===== src/rtl/core/fub_pkg.sv =====
// ----------------------------------------------------------------------------
// fub_pkg
// Shared constants and controller/datapath interface types for the framed
// byte unstuff receiver.
// ----------------------------------------------------------------------------
package fub_pkg;

    // framing codes
    localparam logic [7:0] MARK_START = 8'd254;
    localparam logic [7:0] MARK_END   = 8'd255;
    localparam logic [7:0] MARK_ESC   = 8'd253;

    // header is source, destination, type, length
    localparam int unsigned HEADER_LEN = 4;
    localparam int unsigned HDR_POS_W  = 3;

    // payload buffer sizing
    localparam int unsigned MAX_PAYLOAD = 32;
    localparam int unsigned PAY_IDX_W   = $clog2(MAX_PAYLOAD);
    localparam int unsigned PAY_CNT_W   = $clog2(MAX_PAYLOAD + 1);

    // commands from controller to datapath
    typedef struct packed {
        logic take_byte;   // process the byte on the request channel
        logic idx_clear;   // restart the drain index
        logic idx_step;    // move to the next stored byte
        logic rd_en;       // read the buffer at the drain index
    } fub_cmd_t;

    // status from datapath to controller
    typedef struct packed {
        logic release_msg; // current byte closes a frame addressed to us
        logic empty;       // no payload bytes stored
        logic last_item;   // drain index is at the final result
    } fub_sts_t;

endpackage


===== src/rtl/core/fub_datapath.sv =====
// ----------------------------------------------------------------------------
// fub_datapath
// Frame parser, unescape logic, payload buffer and result fields.
// ----------------------------------------------------------------------------
module fub_datapath (
    input  logic                         aclk,
    input  logic                         aresetn,
    input  fub_pkg::fub_cmd_t            cmd,
    output fub_pkg::fub_sts_t            sts,
    input  logic [7:0]                   rx_byte,
    input  logic                         cfg_we,
    input  logic [7:0]                   cfg_own_address,
    output logic [7:0]                   source_address,
    output logic [7:0]                   message_type,
    output logic [7:0]                   data_byte,
    output logic                         data_valid,
    output logic [fub_pkg::PAY_CNT_W-1:0] payload_total,
    output logic                         overflow_flag,
    output logic                         last
);
    import fub_pkg::*;

    logic [7:0]           own_addr_reg, own_addr_next;
    logic                 in_frame_reg, in_frame_next;
    logic [HDR_POS_W-1:0] hdr_pos_reg, hdr_pos_next;
    logic                 esc_reg, esc_next;
    logic [7:0]           sender_reg, sender_next;
    logic [7:0]           target_reg, target_next;
    logic [7:0]           type_reg, type_next;
    logic [PAY_CNT_W-1:0] count_reg, count_next;
    logic                 dropped_reg, dropped_next;
    logic [PAY_IDX_W-1:0] idx_reg, idx_next;
    logic [7:0]           rd_data_reg;

    logic [7:0] payload_mem [MAX_PAYLOAD];

    logic       is_start;
    logic       is_end;
    logic       hdr_done;
    logic       pay_byte;
    logic [7:0] pay_value;
    logic       wr_en;

    // byte classification
    assign is_start  = (rx_byte == MARK_START);
    assign is_end    = (rx_byte == MARK_END);
    assign hdr_done  = (hdr_pos_reg == HDR_POS_W'(HEADER_LEN));
    assign pay_value = esc_reg ? (MARK_ESC + rx_byte) : rx_byte;
    assign pay_byte  = cmd.take_byte && in_frame_reg && !is_start && !is_end && hdr_done
                       && (esc_reg || (rx_byte != MARK_ESC));
    assign wr_en     = pay_byte && (count_reg < PAY_CNT_W'(MAX_PAYLOAD));

    // parser next state
    always_comb begin
        own_addr_next = cfg_we ? cfg_own_address : own_addr_reg;
        in_frame_next = in_frame_reg;
        hdr_pos_next  = hdr_pos_reg;
        esc_next      = esc_reg;
        sender_next   = sender_reg;
        target_next   = target_reg;
        type_next     = type_reg;
        count_next    = count_reg;
        dropped_next  = dropped_reg;
        if (cmd.take_byte) begin
            if (is_start) begin
                in_frame_next = 1'b1;
                hdr_pos_next  = '0;
                esc_next      = 1'b0;
                count_next    = '0;
                dropped_next  = 1'b0;
            end else if (in_frame_reg) begin
                if (is_end) begin
                    in_frame_next = 1'b0;
                    esc_next      = 1'b0;
                end else if (!hdr_done) begin
                    case (hdr_pos_reg)
                        HDR_POS_W'(0): sender_next = rx_byte;
                        HDR_POS_W'(1): target_next = rx_byte;
                        HDR_POS_W'(2): type_next   = rx_byte;
                        default:       ;
                    endcase
                    hdr_pos_next = hdr_pos_reg + HDR_POS_W'(1);
                end else if (esc_reg) begin
                    esc_next = 1'b0;
                end else if (rx_byte == MARK_ESC) begin
                    esc_next = 1'b1;
                end
                if (pay_byte) begin
                    if (wr_en) begin
                        count_next = count_reg + PAY_CNT_W'(1);
                    end else begin
                        dropped_next = 1'b1;
                    end
                end
            end
        end
    end

    // drain index
    always_comb begin
        idx_next = idx_reg;
        if (cmd.idx_clear) begin
            idx_next = '0;
        end else if (cmd.idx_step) begin
            idx_next = idx_reg + PAY_IDX_W'(1);
        end
    end

    // control and header registers
    always_ff @(posedge aclk) begin
        if (!aresetn) begin
            own_addr_reg <= '0;
            in_frame_reg <= 1'b0;
            hdr_pos_reg  <= '0;
            esc_reg      <= 1'b0;
            sender_reg   <= '0;
            target_reg   <= '0;
            type_reg     <= '0;
            count_reg    <= '0;
            dropped_reg  <= 1'b0;
            idx_reg      <= '0;
        end else begin
            own_addr_reg <= own_addr_next;
            in_frame_reg <= in_frame_next;
            hdr_pos_reg  <= hdr_pos_next;
            esc_reg      <= esc_next;
            sender_reg   <= sender_next;
            target_reg   <= target_next;
            type_reg     <= type_next;
            count_reg    <= count_next;
            dropped_reg  <= dropped_next;
            idx_reg      <= idx_next;
        end
    end

    // payload buffer, registered read
    always_ff @(posedge aclk) begin
        if (wr_en) begin
            payload_mem[count_reg[PAY_IDX_W-1:0]] <= pay_value;
        end
        if (cmd.rd_en) begin
            rd_data_reg <= payload_mem[idx_reg];
        end
    end

    // status to controller
    assign sts.release_msg = in_frame_reg && is_end && hdr_done && (target_reg == own_addr_reg);
    assign sts.empty       = (count_reg == '0);
    assign sts.last_item   = (count_reg == '0)
                             || ((PAY_CNT_W'(idx_reg) + PAY_CNT_W'(1)) == count_reg);

    // result fields
    assign source_address = sender_reg;
    assign message_type   = type_reg;
    assign data_valid     = (count_reg != '0);
    assign data_byte      = data_valid ? rd_data_reg : 8'd0;
    assign payload_total  = count_reg;
    assign overflow_flag  = dropped_reg;
    assign last           = sts.last_item;

endmodule


===== src/rtl/core/fub_ctrl.sv =====
// ----------------------------------------------------------------------------
// fub_ctrl
// Controller: byte intake, then a drain of the stored payload as results.
// ----------------------------------------------------------------------------
module fub_ctrl (
    input  logic              aclk,
    input  logic              aresetn,
    input  logic              s_valid,
    output logic              s_ready,
    output logic              m_valid,
    input  logic              m_ready,
    output fub_pkg::fub_cmd_t cmd,
    input  fub_pkg::fub_sts_t sts
);
    import fub_pkg::*;

    typedef enum logic [1:0] {
        ST_RUN,
        ST_FETCH,
        ST_SHOW
    } state_t;

    state_t state_reg, state_next;
    logic   s_ready_reg, s_ready_next;
    logic   m_valid_reg, m_valid_next;

    // next state and commands
    always_comb begin
        state_next    = state_reg;
        s_ready_next  = s_ready_reg;
        m_valid_next  = m_valid_reg;
        cmd           = '0;
        case (state_reg)
            ST_RUN: begin
                cmd.take_byte = s_valid && s_ready_reg;
                if (cmd.take_byte && sts.release_msg) begin
                    cmd.idx_clear = 1'b1;
                    s_ready_next  = 1'b0;
                    if (sts.empty) begin
                        state_next   = ST_SHOW;
                        m_valid_next = 1'b1;
                    end else begin
                        state_next = ST_FETCH;
                    end
                end
            end
            ST_FETCH: begin
                cmd.rd_en    = 1'b1;
                state_next   = ST_SHOW;
                m_valid_next = 1'b1;
            end
            ST_SHOW: begin
                if (m_ready) begin
                    m_valid_next = 1'b0;
                    if (sts.last_item) begin
                        state_next   = ST_RUN;
                        s_ready_next = 1'b1;
                    end else begin
                        cmd.idx_step = 1'b1;
                        state_next   = ST_FETCH;
                    end
                end
            end
            default: begin
                state_next   = ST_RUN;
                s_ready_next = 1'b1;
                m_valid_next = 1'b0;
            end
        endcase
    end

    // state and registered handshake outputs
    always_ff @(posedge aclk) begin
        if (!aresetn) begin
            state_reg   <= ST_RUN;
            s_ready_reg <= 1'b1;
            m_valid_reg <= 1'b0;
        end else begin
            state_reg   <= state_next;
            s_ready_reg <= s_ready_next;
            m_valid_reg <= m_valid_next;
        end
    end

    assign s_ready = s_ready_reg;
    assign m_valid = m_valid_reg;

endmodule


===== src/rtl/core/framed_byte_unstuff_receiver.sv =====
// ----------------------------------------------------------------------------
// framed_byte_unstuff_receiver
// Start/end marker framed receiver with byte unescaping and address filter.
// ----------------------------------------------------------------------------
// Release: an end marker that releases a message moves the controller to a
//   buffer read state and then presents its first result; an empty message
//   needs no buffer read and presents its result directly.
// Throughput: 1 byte per cycle outside a drain; each result is a buffer read
//   then output, and the next read starts only once the output accepts the
//   result, so output stalls hold the drain, with no request accepted during it.
// Reset: synchronous active-low aresetn clears all control state and the
//   address register; the payload buffer is not cleared.
module framed_byte_unstuff_receiver (
    input  logic                          aclk,
    input  logic                          aresetn,
    input  logic                          s_valid,
    output logic                          s_ready,
    input  logic [7:0]                    s_rx_byte,
    input  logic                          cfg_valid,
    output logic                          cfg_ready,
    input  logic [7:0]                    cfg_own_address,
    output logic                          m_valid,
    input  logic                          m_ready,
    output logic [7:0]                    m_source_address,
    output logic [7:0]                    m_message_type,
    output logic [7:0]                    m_data_byte,
    output logic                          m_data_valid,
    output logic [fub_pkg::PAY_CNT_W-1:0] m_payload_total,
    output logic                          m_overflow_flag,
    output logic                          m_last
);
    import fub_pkg::*;

    fub_cmd_t cmd;
    fub_sts_t sts;

    // configuration is always taken
    assign cfg_ready = 1'b1;

    // controller
    fub_ctrl u_ctrl (
        .aclk    (aclk),
        .aresetn (aresetn),
        .s_valid (s_valid),
        .s_ready (s_ready),
        .m_valid (m_valid),
        .m_ready (m_ready),
        .cmd     (cmd),
        .sts     (sts)
    );

    // datapath
    fub_datapath u_datapath (
        .aclk            (aclk),
        .aresetn         (aresetn),
        .cmd             (cmd),
        .sts             (sts),
        .rx_byte         (s_rx_byte),
        .cfg_we          (cfg_valid && cfg_ready),
        .cfg_own_address (cfg_own_address),
        .source_address  (m_source_address),
        .message_type    (m_message_type),
        .data_byte       (m_data_byte),
        .data_valid      (m_data_valid),
        .payload_total   (m_payload_total),
        .overflow_flag   (m_overflow_flag),
        .last            (m_last)
    );

endmodule


===== config.mk =====
export PLATFORM = sky130hd
export DESIGN_NAME = framed_byte_unstuff_receiver
export DESIGN_NICKNAME = d
export VERILOG_FILES = /design/src/rtl/core/fub_pkg.sv /design/src/rtl/core/fub_datapath.sv /design/src/rtl/core/fub_ctrl.sv /design/src/rtl/core/framed_byte_unstuff_receiver.sv
export SDC_FILE = /design/constraint.sdc
export NUM_CORES = 1
export LEC_CHECK = 0
export ABC_AREA = 1
export BUFFER_PORTS_ARGS = -buffer_cell sky130_fd_sc_hd__buf_2
export CORE_UTILIZATION = 55
export DETAILED_ROUTE_END_ITERATION = 6
export PLACE_DENSITY_LB_ADDON = 0.25
export SETUP_SLACK_MARGIN = 0.2
export SLEW_MARGIN = 25
export SYNTH_ARGS = -nofsm -noshare
export SYNTH_HDL_FRONTEND = slang
export SYNTH_SLANG_ARGS = --single-unit

===== constraint.sdc =====
create_clock -name aclk -period 3 [get_ports aclk]
set_input_delay 0.15 -clock aclk [delete_from_list [all_inputs] [get_ports aclk]]
set_output_delay 0.15 -clock aclk [all_outputs]
set_load 0.05 [all_outputs]

Yosys cells after proc, flatten, opt, wreduce, memory -nomap -nowiden
Memory sizes are Yosys's and may differ from the RTL's. A register that Yosys moved wholly into a read port is not among the register bits.
Cells that the tools add are included.
Widths: inputs -> output; s select.
{"block": "word_totals", "out_inout_bits": 36, "mem_bits_rw": 256, "mem_count": 1, "input_bits": 21, "word_cells": 121, "reg_bits": 53}
{"block": "op_classes", "addsub": 5, "bitwise": 5, "muxes": 44, "reduce_logical": 34, "order_cmp": 1, "n_eq_ne": 18}
{"memory": "u_datapath.payload_mem", "depth": 32, "width": 8, "read_ports": 1, "rd_clocked_by_memory_dff": 1, "wr": 1, "line": "fub_datapath.sv:35", "rtl": "logic [7:0] payload_mem [MAX_PAYLOAD];"}
{"operator": "$mux 1", "count": 27}
{"operator": "$eq 8x8->1 const B", "count": 3}
{"operator": "$mux 6", "count": 4}
{"operator": "$reduce_and 6->1", "count": 3}
{"operator": "$mux 8", "count": 2}
{"operator": "$reduce_and 4->1", "count": 4}
{"operator": "$mux 3", "count": 4}
{"operator": "$logic_and 1x1->1", "count": 11}
{"operator": "$add 8x8->8 const A", "count": 1}
{"operator": "$eq 8x8->1", "count": 1}
{"operator": "$mux 2", "count": 4}
{"operator": "$ne 2x1->1 const B", "count": 4}
{"operator": "$ne 8x8->1 const B", "count": 1}
{"operator": "$add 5x1->6 const B", "count": 1}
{"operator": "$add 6x1->6 const B", "count": 1}
{"operator": "$eq 6x6->1", "count": 1}
{"operator": "$logic_not 6->1", "count": 1}
{"operator": "$lt 6x6->1 const B", "count": 1}
{"operator": "$ne 2x2->1 const B", "count": 3}
{"operator": "$pmux 1 s3", "count": 2}
{"operator": "$pmux 2 s3", "count": 1}
{"operator": "$reduce_and 3->1", "count": 2}
{"operator": "$reduce_bool 2->1", "count": 3}
{"operator": "$reduce_bool 6->1", "count": 1}
{"operator": "15 further kinds", "count": 21}

Logic depth before layout (Yosys ltp)
Gate-level depths: netlist of run 1.
{"block": "depth", "ltp_word": 17, "ltp_mapped": 14, "ltp_nobuf": 14}

Hierarchy
Synthesis of run 1 repeated with hierarchy kept, for this count alone.
{"block": "unflattened", "hier_cells": 1296, "hier_area_um2": 13530.5}
{"mod": "fub_datapath", "n_inst": 1, "cells_per_inst": 1260, "area_per_inst_um2": 13306.5, "seq_area_each_um2": 8908.5}
{"mod": "fub_ctrl", "n_inst": 1, "cells_per_inst": 34, "area_per_inst_um2": 212.7, "seq_area_each_um2": 80.1}
{"mod": "framed_byte_unstuff_receiver", "n_inst": 1, "cells_per_inst": 2, "area_per_inst_um2": 11.3, "seq_area_each_um2": 0.0}

Worst setup path after synthesis of run 1
OpenSTA, ideal clock, no wires.
{"block": "synth_timing", "path_type": "reg-to-reg", "start": "reg u_datapath.count_reg[0] (netlist: u_datapath.payload_total[0])", "end": "mem u_datapath.payload_mem[0][0], enable pin", "stages_incl_launch_ff": 6, "n_path_buf": 1, "required_time_ns": 2.674, "setup_slack_ns": 0.458, "synth_period_minus_slack_ns": 2.542, "t_arrival_ns": 2.216, "setup_time_ns": 0.326, "cell_sequence": "dfxtp_1 inv_1 ha_1 nand3_1 clkbuf_1 nor2_1"}
{"block": "synth_between", "elab_chain_len": 4}
{"element": "from (decl)", "line": "fub_datapath.sv:30", "rtl": "logic [PAY_CNT_W-1:0] count_reg, count_next;"}
{"element": "from (signal assigned)", "line": "fub_datapath.sv:130", "rtl": "count_reg <= count_next;"}
{"element": "$lt 6x6->1", "line": "fub_datapath.sv:51", "rtl": "assign wr_en = pay_byte && (count_reg < PAY_CNT_W'(MAX_PAYLOAD));"}
{"element": "$logic_and 1x1->1", "line": "fub_datapath.sv:51"}
{"element": "$mux 1", "line": "fub_datapath.sv:138", "rtl": "if (wr_en) begin"}
{"element": "$mux 1 (not written as such)", "line": "fub_datapath.sv:139", "rtl": "payload_mem[count_reg[PAY_IDX_W-1:0]] <= pay_value;"}
{"element": "to (decl)", "line": "fub_datapath.sv:35"}
Parallel ways exist; a longest one is shown, timed or not.

Final worst setup path of run 1
{"block": "layout_timing", "start": "reg u_datapath.hdr_pos_reg[0]", "end": "mem u_datapath.payload_mem[30][6], enable pin"}
{"block": "layout_between", "elab_chain_len": 6}
{"element": "from (decl)", "line": "fub_datapath.sv:25", "rtl": "logic [HDR_POS_W-1:0] hdr_pos_reg, hdr_pos_next;"}
{"element": "from (signal assigned)", "line": "fub_datapath.sv:125", "rtl": "hdr_pos_reg <= hdr_pos_next;"}
{"element": "$eq 3x3->1", "line": "fub_datapath.sv:47", "rtl": "assign hdr_done = (hdr_pos_reg == HDR_POS_W'(HEADER_LEN));"}
{"element": "$logic_and 1x1->1", "line": "fub_datapath.sv:49", "rtl": "assign pay_byte = cmd.take_byte && in_frame_reg && !is_start && !is_end && hdr_done"}
{"element": "$logic_and 1x1->1", "line": "fub_datapath.sv:50", "rtl": "&& (esc_reg || (rx_byte != MARK_ESC));"}
{"element": "$logic_and 1x1->1", "line": "fub_datapath.sv:51"}
{"element": "$mux 1", "line": "fub_datapath.sv:138"}
{"element": "$mux 1 (not written as such)", "line": "fub_datapath.sv:139"}
Every way passes these cells.

==> results of run 1 <==
[layout make-up]
class,count,area [um2],area share
sequential,317,8996,0.5861
multi-input combinational,742,3855,0.2511
timing repair buffer,124,883.3,0.05755
clock buffer,35,790.8,0.05152
tap,319,399.1,0.02600
inverter,68,261.5,0.01704
clock inverter,19,163.9,0.01068
[how the worst min path moves through the flow]
stage | cells past startpoint | to | slack, ps
2_1_floorplan | 2 | u_datapath.own_addr_reg[0] | 280
3_3_place_gp | 3 | u_datapath.own_addr_reg[2] | 370
3_5_place_dp | 3 | u_datapath.own_addr_reg[0] | 380
4_1_cts | 3 | u_datapath.own_addr_reg[3] | 50
5_1_grt | 3 | u_datapath.own_addr_reg[5] | 120
6_report | 3 | u_datapath.own_addr_reg[1] | 60
[metal layers]
layer	GRT usage	wire, um	up-vias
li1	-	-	4443
met1	0.3705	13780	4614
met2	0.4387	15360	370
met3	0.04161	2418	69
met4	0.08692	913	0
met5	0	0	-
[power breakdown]
group	switching (uW)	internal [uW]	total, uW
Combinational	131	57.6	189
Sequential	3.97	4760	4770
Clock	1570	2130	3690
Total	1700	6950	8650
[cells by family (layout without fill, tap and decap cells)]
logic type	Yosys count	after routing
AOI/OAI and AO/OA	287	287
adders and majority gates	12	12
xor gates and xnor gates	14	14
and+or+nand+nor	428	428
DFF	317	317
other	1	1
buffers and inverters	131	246
[what timing repair did]
item | in CTS | in global routing
resized for setup | 0 | 5
hold buffers | 20 | 0
setup buffers | 0 | 1
setup endpoints to repair | 0 | 39
endpoints found under the hold margin | 27 | 0
[placed cells by master, fill, tap and decap left out, types with 5 or more instances in the layout]
cell / instances
o221ai_1: 48
nand2_4: 5
a31oi_1: 6
dfxtp_1: 51
nand2_2: 10
clkbuf_16: 31
inv_1: 57
dlygate4sd3_1: 20
o21ai_1: 8
nor3_1: 5
o21ai_0: 163
nor2_2: 5
nand3_1: 47
clkinv_1: 14
buf_4: 46
nand2_1: 96
edfxtp_1: 264
nand4_1: 16
o22ai_1: 19
xor2_1: 7
a21oi_1: 35
buf_2: 54
nor2_1: 235
ha_1: 12
[critical path, cell delays in order, from the launching register on]
cell     delay, ps
dfxtp_1        340
inv_1          110
ha_1           190
nand2_1        170
nor3_2         350
nand4_4        170
inv_2          170
nand2_2        190
nor2_1         560
[through the flow]
| step | util | area (um2) | setup WS (ps) | hold WS (ps) |
|---|---|---|---|---|
| after floorplan | - | 13310 | 458.2 | 284.9 |
| after global placement | 0.6003 | 14170 | 555.6 | 369.8 |
| after detailed placement | 0.6003 | 14170 | 411.6 | 377.7 |
| after CTS | 0.6492 | 15330 | 264.7 | 45.34 |
| after global routing | 0.6501 | 15350 | 178.8 | 124.1 |
| final | 0.6501 | 15350 | 366.7 | 59.05 |
==> impl_metrics.toml, run 1 <==
[power_and_ir_drop]
ir_drop_v = 0.0004073
p_total_uw = 8651
power.density_mw_per_mm2 = 563.6
p_leak_uw = 0.005537

[logic_synthesis]
ys_ff_latch = 317
synth-compound-area-share = 0.1257
post_synth_fa_ha_maj_area_fraction = 0.01128
yosys.area.top_type_share = 0.5954
yosys.area.top_type = "edfxtp_1"
seq_area_frac_synth = 0.6751
netlist_area_mm2 = 0.01331
synth_top_cells_by_area = "edfxtp_1 (60%), dfxtp_1 (8.0%), nor2_1 (6.7%), o21ai_0 (6.2%), o221ai_1 (3.2%)"
yosys.area_share.simple = 0.1382
synth-xor-area-share = 0.009210
synth_ff_type = "edfxtp_1"
muxShareOfSynthArea = 0
synth-edff-count = 264
ys.warnings.count = 0
yosysMostFrequentCell = "edfxtp_1"
asyncSetResetFlopFracSynth = 0
synth_top_family_by_area = "simple AND/OR/NAND/NOR gates"
synth_common_cells = "edfxtp_1 (264), nor2_1 (238), o21ai_0 (164)"
syn_avg_cell_area_um2 = 11.19
synth_cells = 1190
synth_nets = 1223
synth.distinct_cells = 40

[status]
outcome = "finished, violations left"
violations = "design-rule violations"

[route]
vias = 9496
drc = 1
ant_nets = 0
wl_per_cell_um = 19.99
routed_wl_um = 32470
drt_iter0_markers = 949
dr.pass1.iters = 7
viasPerCell = 5.847

[grt]
grt_pass1_vias = 9082
grt_first_pass_wirelength_um = 50180
grt_max_degree = 65
track_usage = 0.2686
grt_overflow = 0
antenna_found_initial = 0

[timing]
timing.final.max_slew_violations = 0
fin_setup_tns_ps = 0
fin_crit_ps = 2633
rsz0062_at_grt = "true"
finClkSkew_ps = 15.29
setup_viol = 0
max_freq_mhz = 379.8
hold_violations = 0
slew_headroom = 0.3311
worst_pin_slew_ps = 998.4
layout_worst_path_cycle_share = 0.8778

[clock_tree]
cts.htree.levels = 1
clk_pin_slew_ps = 70
cts_sinks = 317
cts-root-buf = "clkbuf_16"
clockBufferDepth = 3
cts_made_buffers = 31
clk_latency_ps = 550
cts_tree = "built"

[floorplanning]
initial_utilization = 0.5639
rows = 56
dieArea_mm2 = 0.02483
die_y_um = 157.6
ios = 57
core_area_mm2 = 0.02361
dieWidth_um = 157.6

[worst_setup_path]
critical_path_class = "reg2reg"
r2r_slack_ps = 370
reg2reg_depth = 8
start_kind = "flop"
endpoint = "u_datapath.payload_mem[30][6]"
r2r_start = "u_datapath.hdr_pos_reg[0]"
end_kind = "flop"
crit_start = "u_datapath.hdr_pos_reg[0]"
r2r-end = "u_datapath.payload_mem[30][6]"
cp.required_ps = 3180
arrival_ps = 2810
cp_max_fo = 8

[final_layout]
fillers = 1818
finalNonFillerCells = 1624
nets = 1317
syn_to_final_growth_pct = 15.29
drive_above_1_share = 0.1479
largest_reg_flops = 256
num_antenna_cells = 0

[placement]
dp.cells = 1549
io_buffers = 55
dpl.hpwl_um = 20120
routabilityCongestion = 0.9190

[min_path]
min_from = "cfg_valid"
hp-class = "in2reg"

[run]
maxCapViolations = 0
No activity file was read; power rests on OpenSTA's default activity.
==> run 2, diff against run 1 <==
- CORE_UTILIZATION: 55 -> 45
==> run 2 against run 1 <==
  * The flow now finishes without violations
  * Clock skew grew 12 ps
  * Highest routed layer unchanged
  * Count of clock-buffer cells in the layout grew 8
  * Maximum frequency grew 0.58%
  * Register-to-register slack gained 20 ps
  * Largest power group unchanged
==> impl_metrics.toml, run 2 (synthesis gave the netlist of run 1 again) <==
[final_layout]
num_antenna_cells = 0
regArea_mm2 = 0.008994
syn_to_final_growth_pct = 17.01
drive_above_1_share = 0.1547
mostFrequentLayoutCell = "edfxtp_1"
fillers = 2448
largest_reg_flops = 256
multiInputGateArea_mm2 = 0.003850
nets = 1321
layout_common_cells = "edfxtp_1 (264), nor2_1 (237), o21ai_0 (163), nand2_1 (96), inv_1 (57)"
final_cell_area_mm2 = 0.01558

[timing]
setup_viol = 0
setup_slack_ps = 382.0
max_freq_mhz = 382.0
fin_setup_tns_ps = 0
holdWs_ps = 14.50
timing.final.max_slew_violations = 0
layout_worst_path_cycle_share = 0.8727
worst_pin_slew_ps = 773.0
fin_crit_ps = 2618
finClkSkew_ps = 27.31
slew_headroom = 0.4792
rsz0062_at_grt = "false"
hold_violations = 0

[clock_tree]
cts_tree = "built"
cts_made_buffers = 35
clk_pin_slew_ps = 60
cts.htree.levels = 2
cts-root-buf = "clkbuf_16"
clk_latency_ps = 520
clockBufferDepth = 3
cts_sinks = 317

[floorplanning]
dieWidth_um = 174.0
rows = 62
dieArea_mm2 = 0.03028
die_y_um = 174.0
core_area_mm2 = 0.02894
initial_utilization = 0.4601
ios = 57

[worst_setup_path]
critPathSlowestCell = "nor2_1"
critical_path_class = "reg2reg"
start_kind = "flop"
cp_max_fo = 8
cp.required_ps = 3130
arrival_ps = 2750
max_stage_delay_ps = 570
end_kind = "flop"
crit_chain = "inv_1, ha_1, nand2_1, nor3_2, nand4_4, inv_2, nand2_2, nor2_1"

[grt]
grt_max_degree = 90
grt_first_pass_wirelength_um = 52610
antenna_found_initial = 0
track_usage = 0.2271
grt_pass1_vias = 9282
grt_overflow = 0

[run]
maxCapViolations = 0

[route]
dr.pass1.iters = 5
drt_iter0_markers = 1220
drc = 0
wl_per_cell_um = 20.44
ant_nets = 0
vias = 9604
routed_wl_um = 34670
viasPerCell = 5.663

[power_and_ir_drop]
p_leak_uw = 0.005622
power.density_mw_per_mm2 = 583.4
ir_drop_v = 0.0004274

[min_path]
hp-class = "in2reg"

[placement]
routabilityCongestion = 0.9321
post_dp_cell_area_mm2 = 0.01427
io_buffers = 55
dpl.hpwl_um = 21400
dp_slack_ps = 400.2

[status]
outcome = "completed"
[run 2: cell count changes in the layout (fill, tap and decap cells not counted), sizes merged]
cell         previous run  this run
buf                   103       107
bufinv                  3         2
clkbuf                 36        45
clkinv                 18        19
clkinvlp                2         1
dlygate4sd3            20        15
[run 2: final cells by class]
| type | count | share of cell area |
|---|---|---|
| timing repair buffer | 124 | 0.05646 |
| clock inverter | 18 | 0.009076 |
| inverter | 68 | 0.01703 |
| sequential | 317 | 0.5773 |
| clock buffer | 43 | 0.06216 |
| tap | 384 | 0.03084 |
| multi-input combinational | 742 | 0.2471 |
[run 2: worst max-delay path: cells and delay by family, from the launching register on]
family                   cells  cell delay, ps
flip-flops                   1             340
adder cells (fa/ha/maj)      1             180
AND/OR/NAND/NOR              5            1420
buffers and inverters        2             300
[run 2: worst paths after layout]
check	startpoint	endpoint	slack, ps	depth (start not counted)
setup / recovery	u_datapath.hdr_pos_reg[0]	u_datapath.payload_mem[28][1]	380	8
hold / removal	s_rx_byte[5]	u_datapath.target_reg[5]	10	3
setup reg to reg	u_datapath.hdr_pos_reg[0]	u_datapath.payload_mem[28][1]	380	8
hold reg to reg	u_ctrl.m_valid	u_ctrl.m_valid	450	2
[run 2: through the flow]
step,utilization,std cells,power (uW)
after floorplan,-,1190,4945
after global placement,0.4933,1618,5033
after detailed placement,0.4933,1618,5036
after CTS,0.5368,1694,9136
after global routing,0.5384,1696,9323
final,0.5384,1696,9089
[run 2: where the power goes]
| group | switching (uW) | internal [uW] |
|---|---|---|
| registers | 3.66 | 4770 |
| clock network | 1670 | 2460 |
| logic | 136 | 53.4 |
[run 2: timing repair]
item,CTS,global route
endpoints found under the setup margin,0,6
gates resized for setup,0,4
setup buffers,0,1
endpoints found under the hold margin,15,0
hold buffers,15,0
[run 2: per-layer routing]
metal	routed length (um)	vias up	global-route usage	part of all wire
met5	0	-	0	0
met4	1116	0	0.07895	0.032
met3	2727	89	0.03762	0.079
met2	16430	445	0.3727	0.47
met1	14390	4610	0.3058	0.42
li1	-	4460	-	-
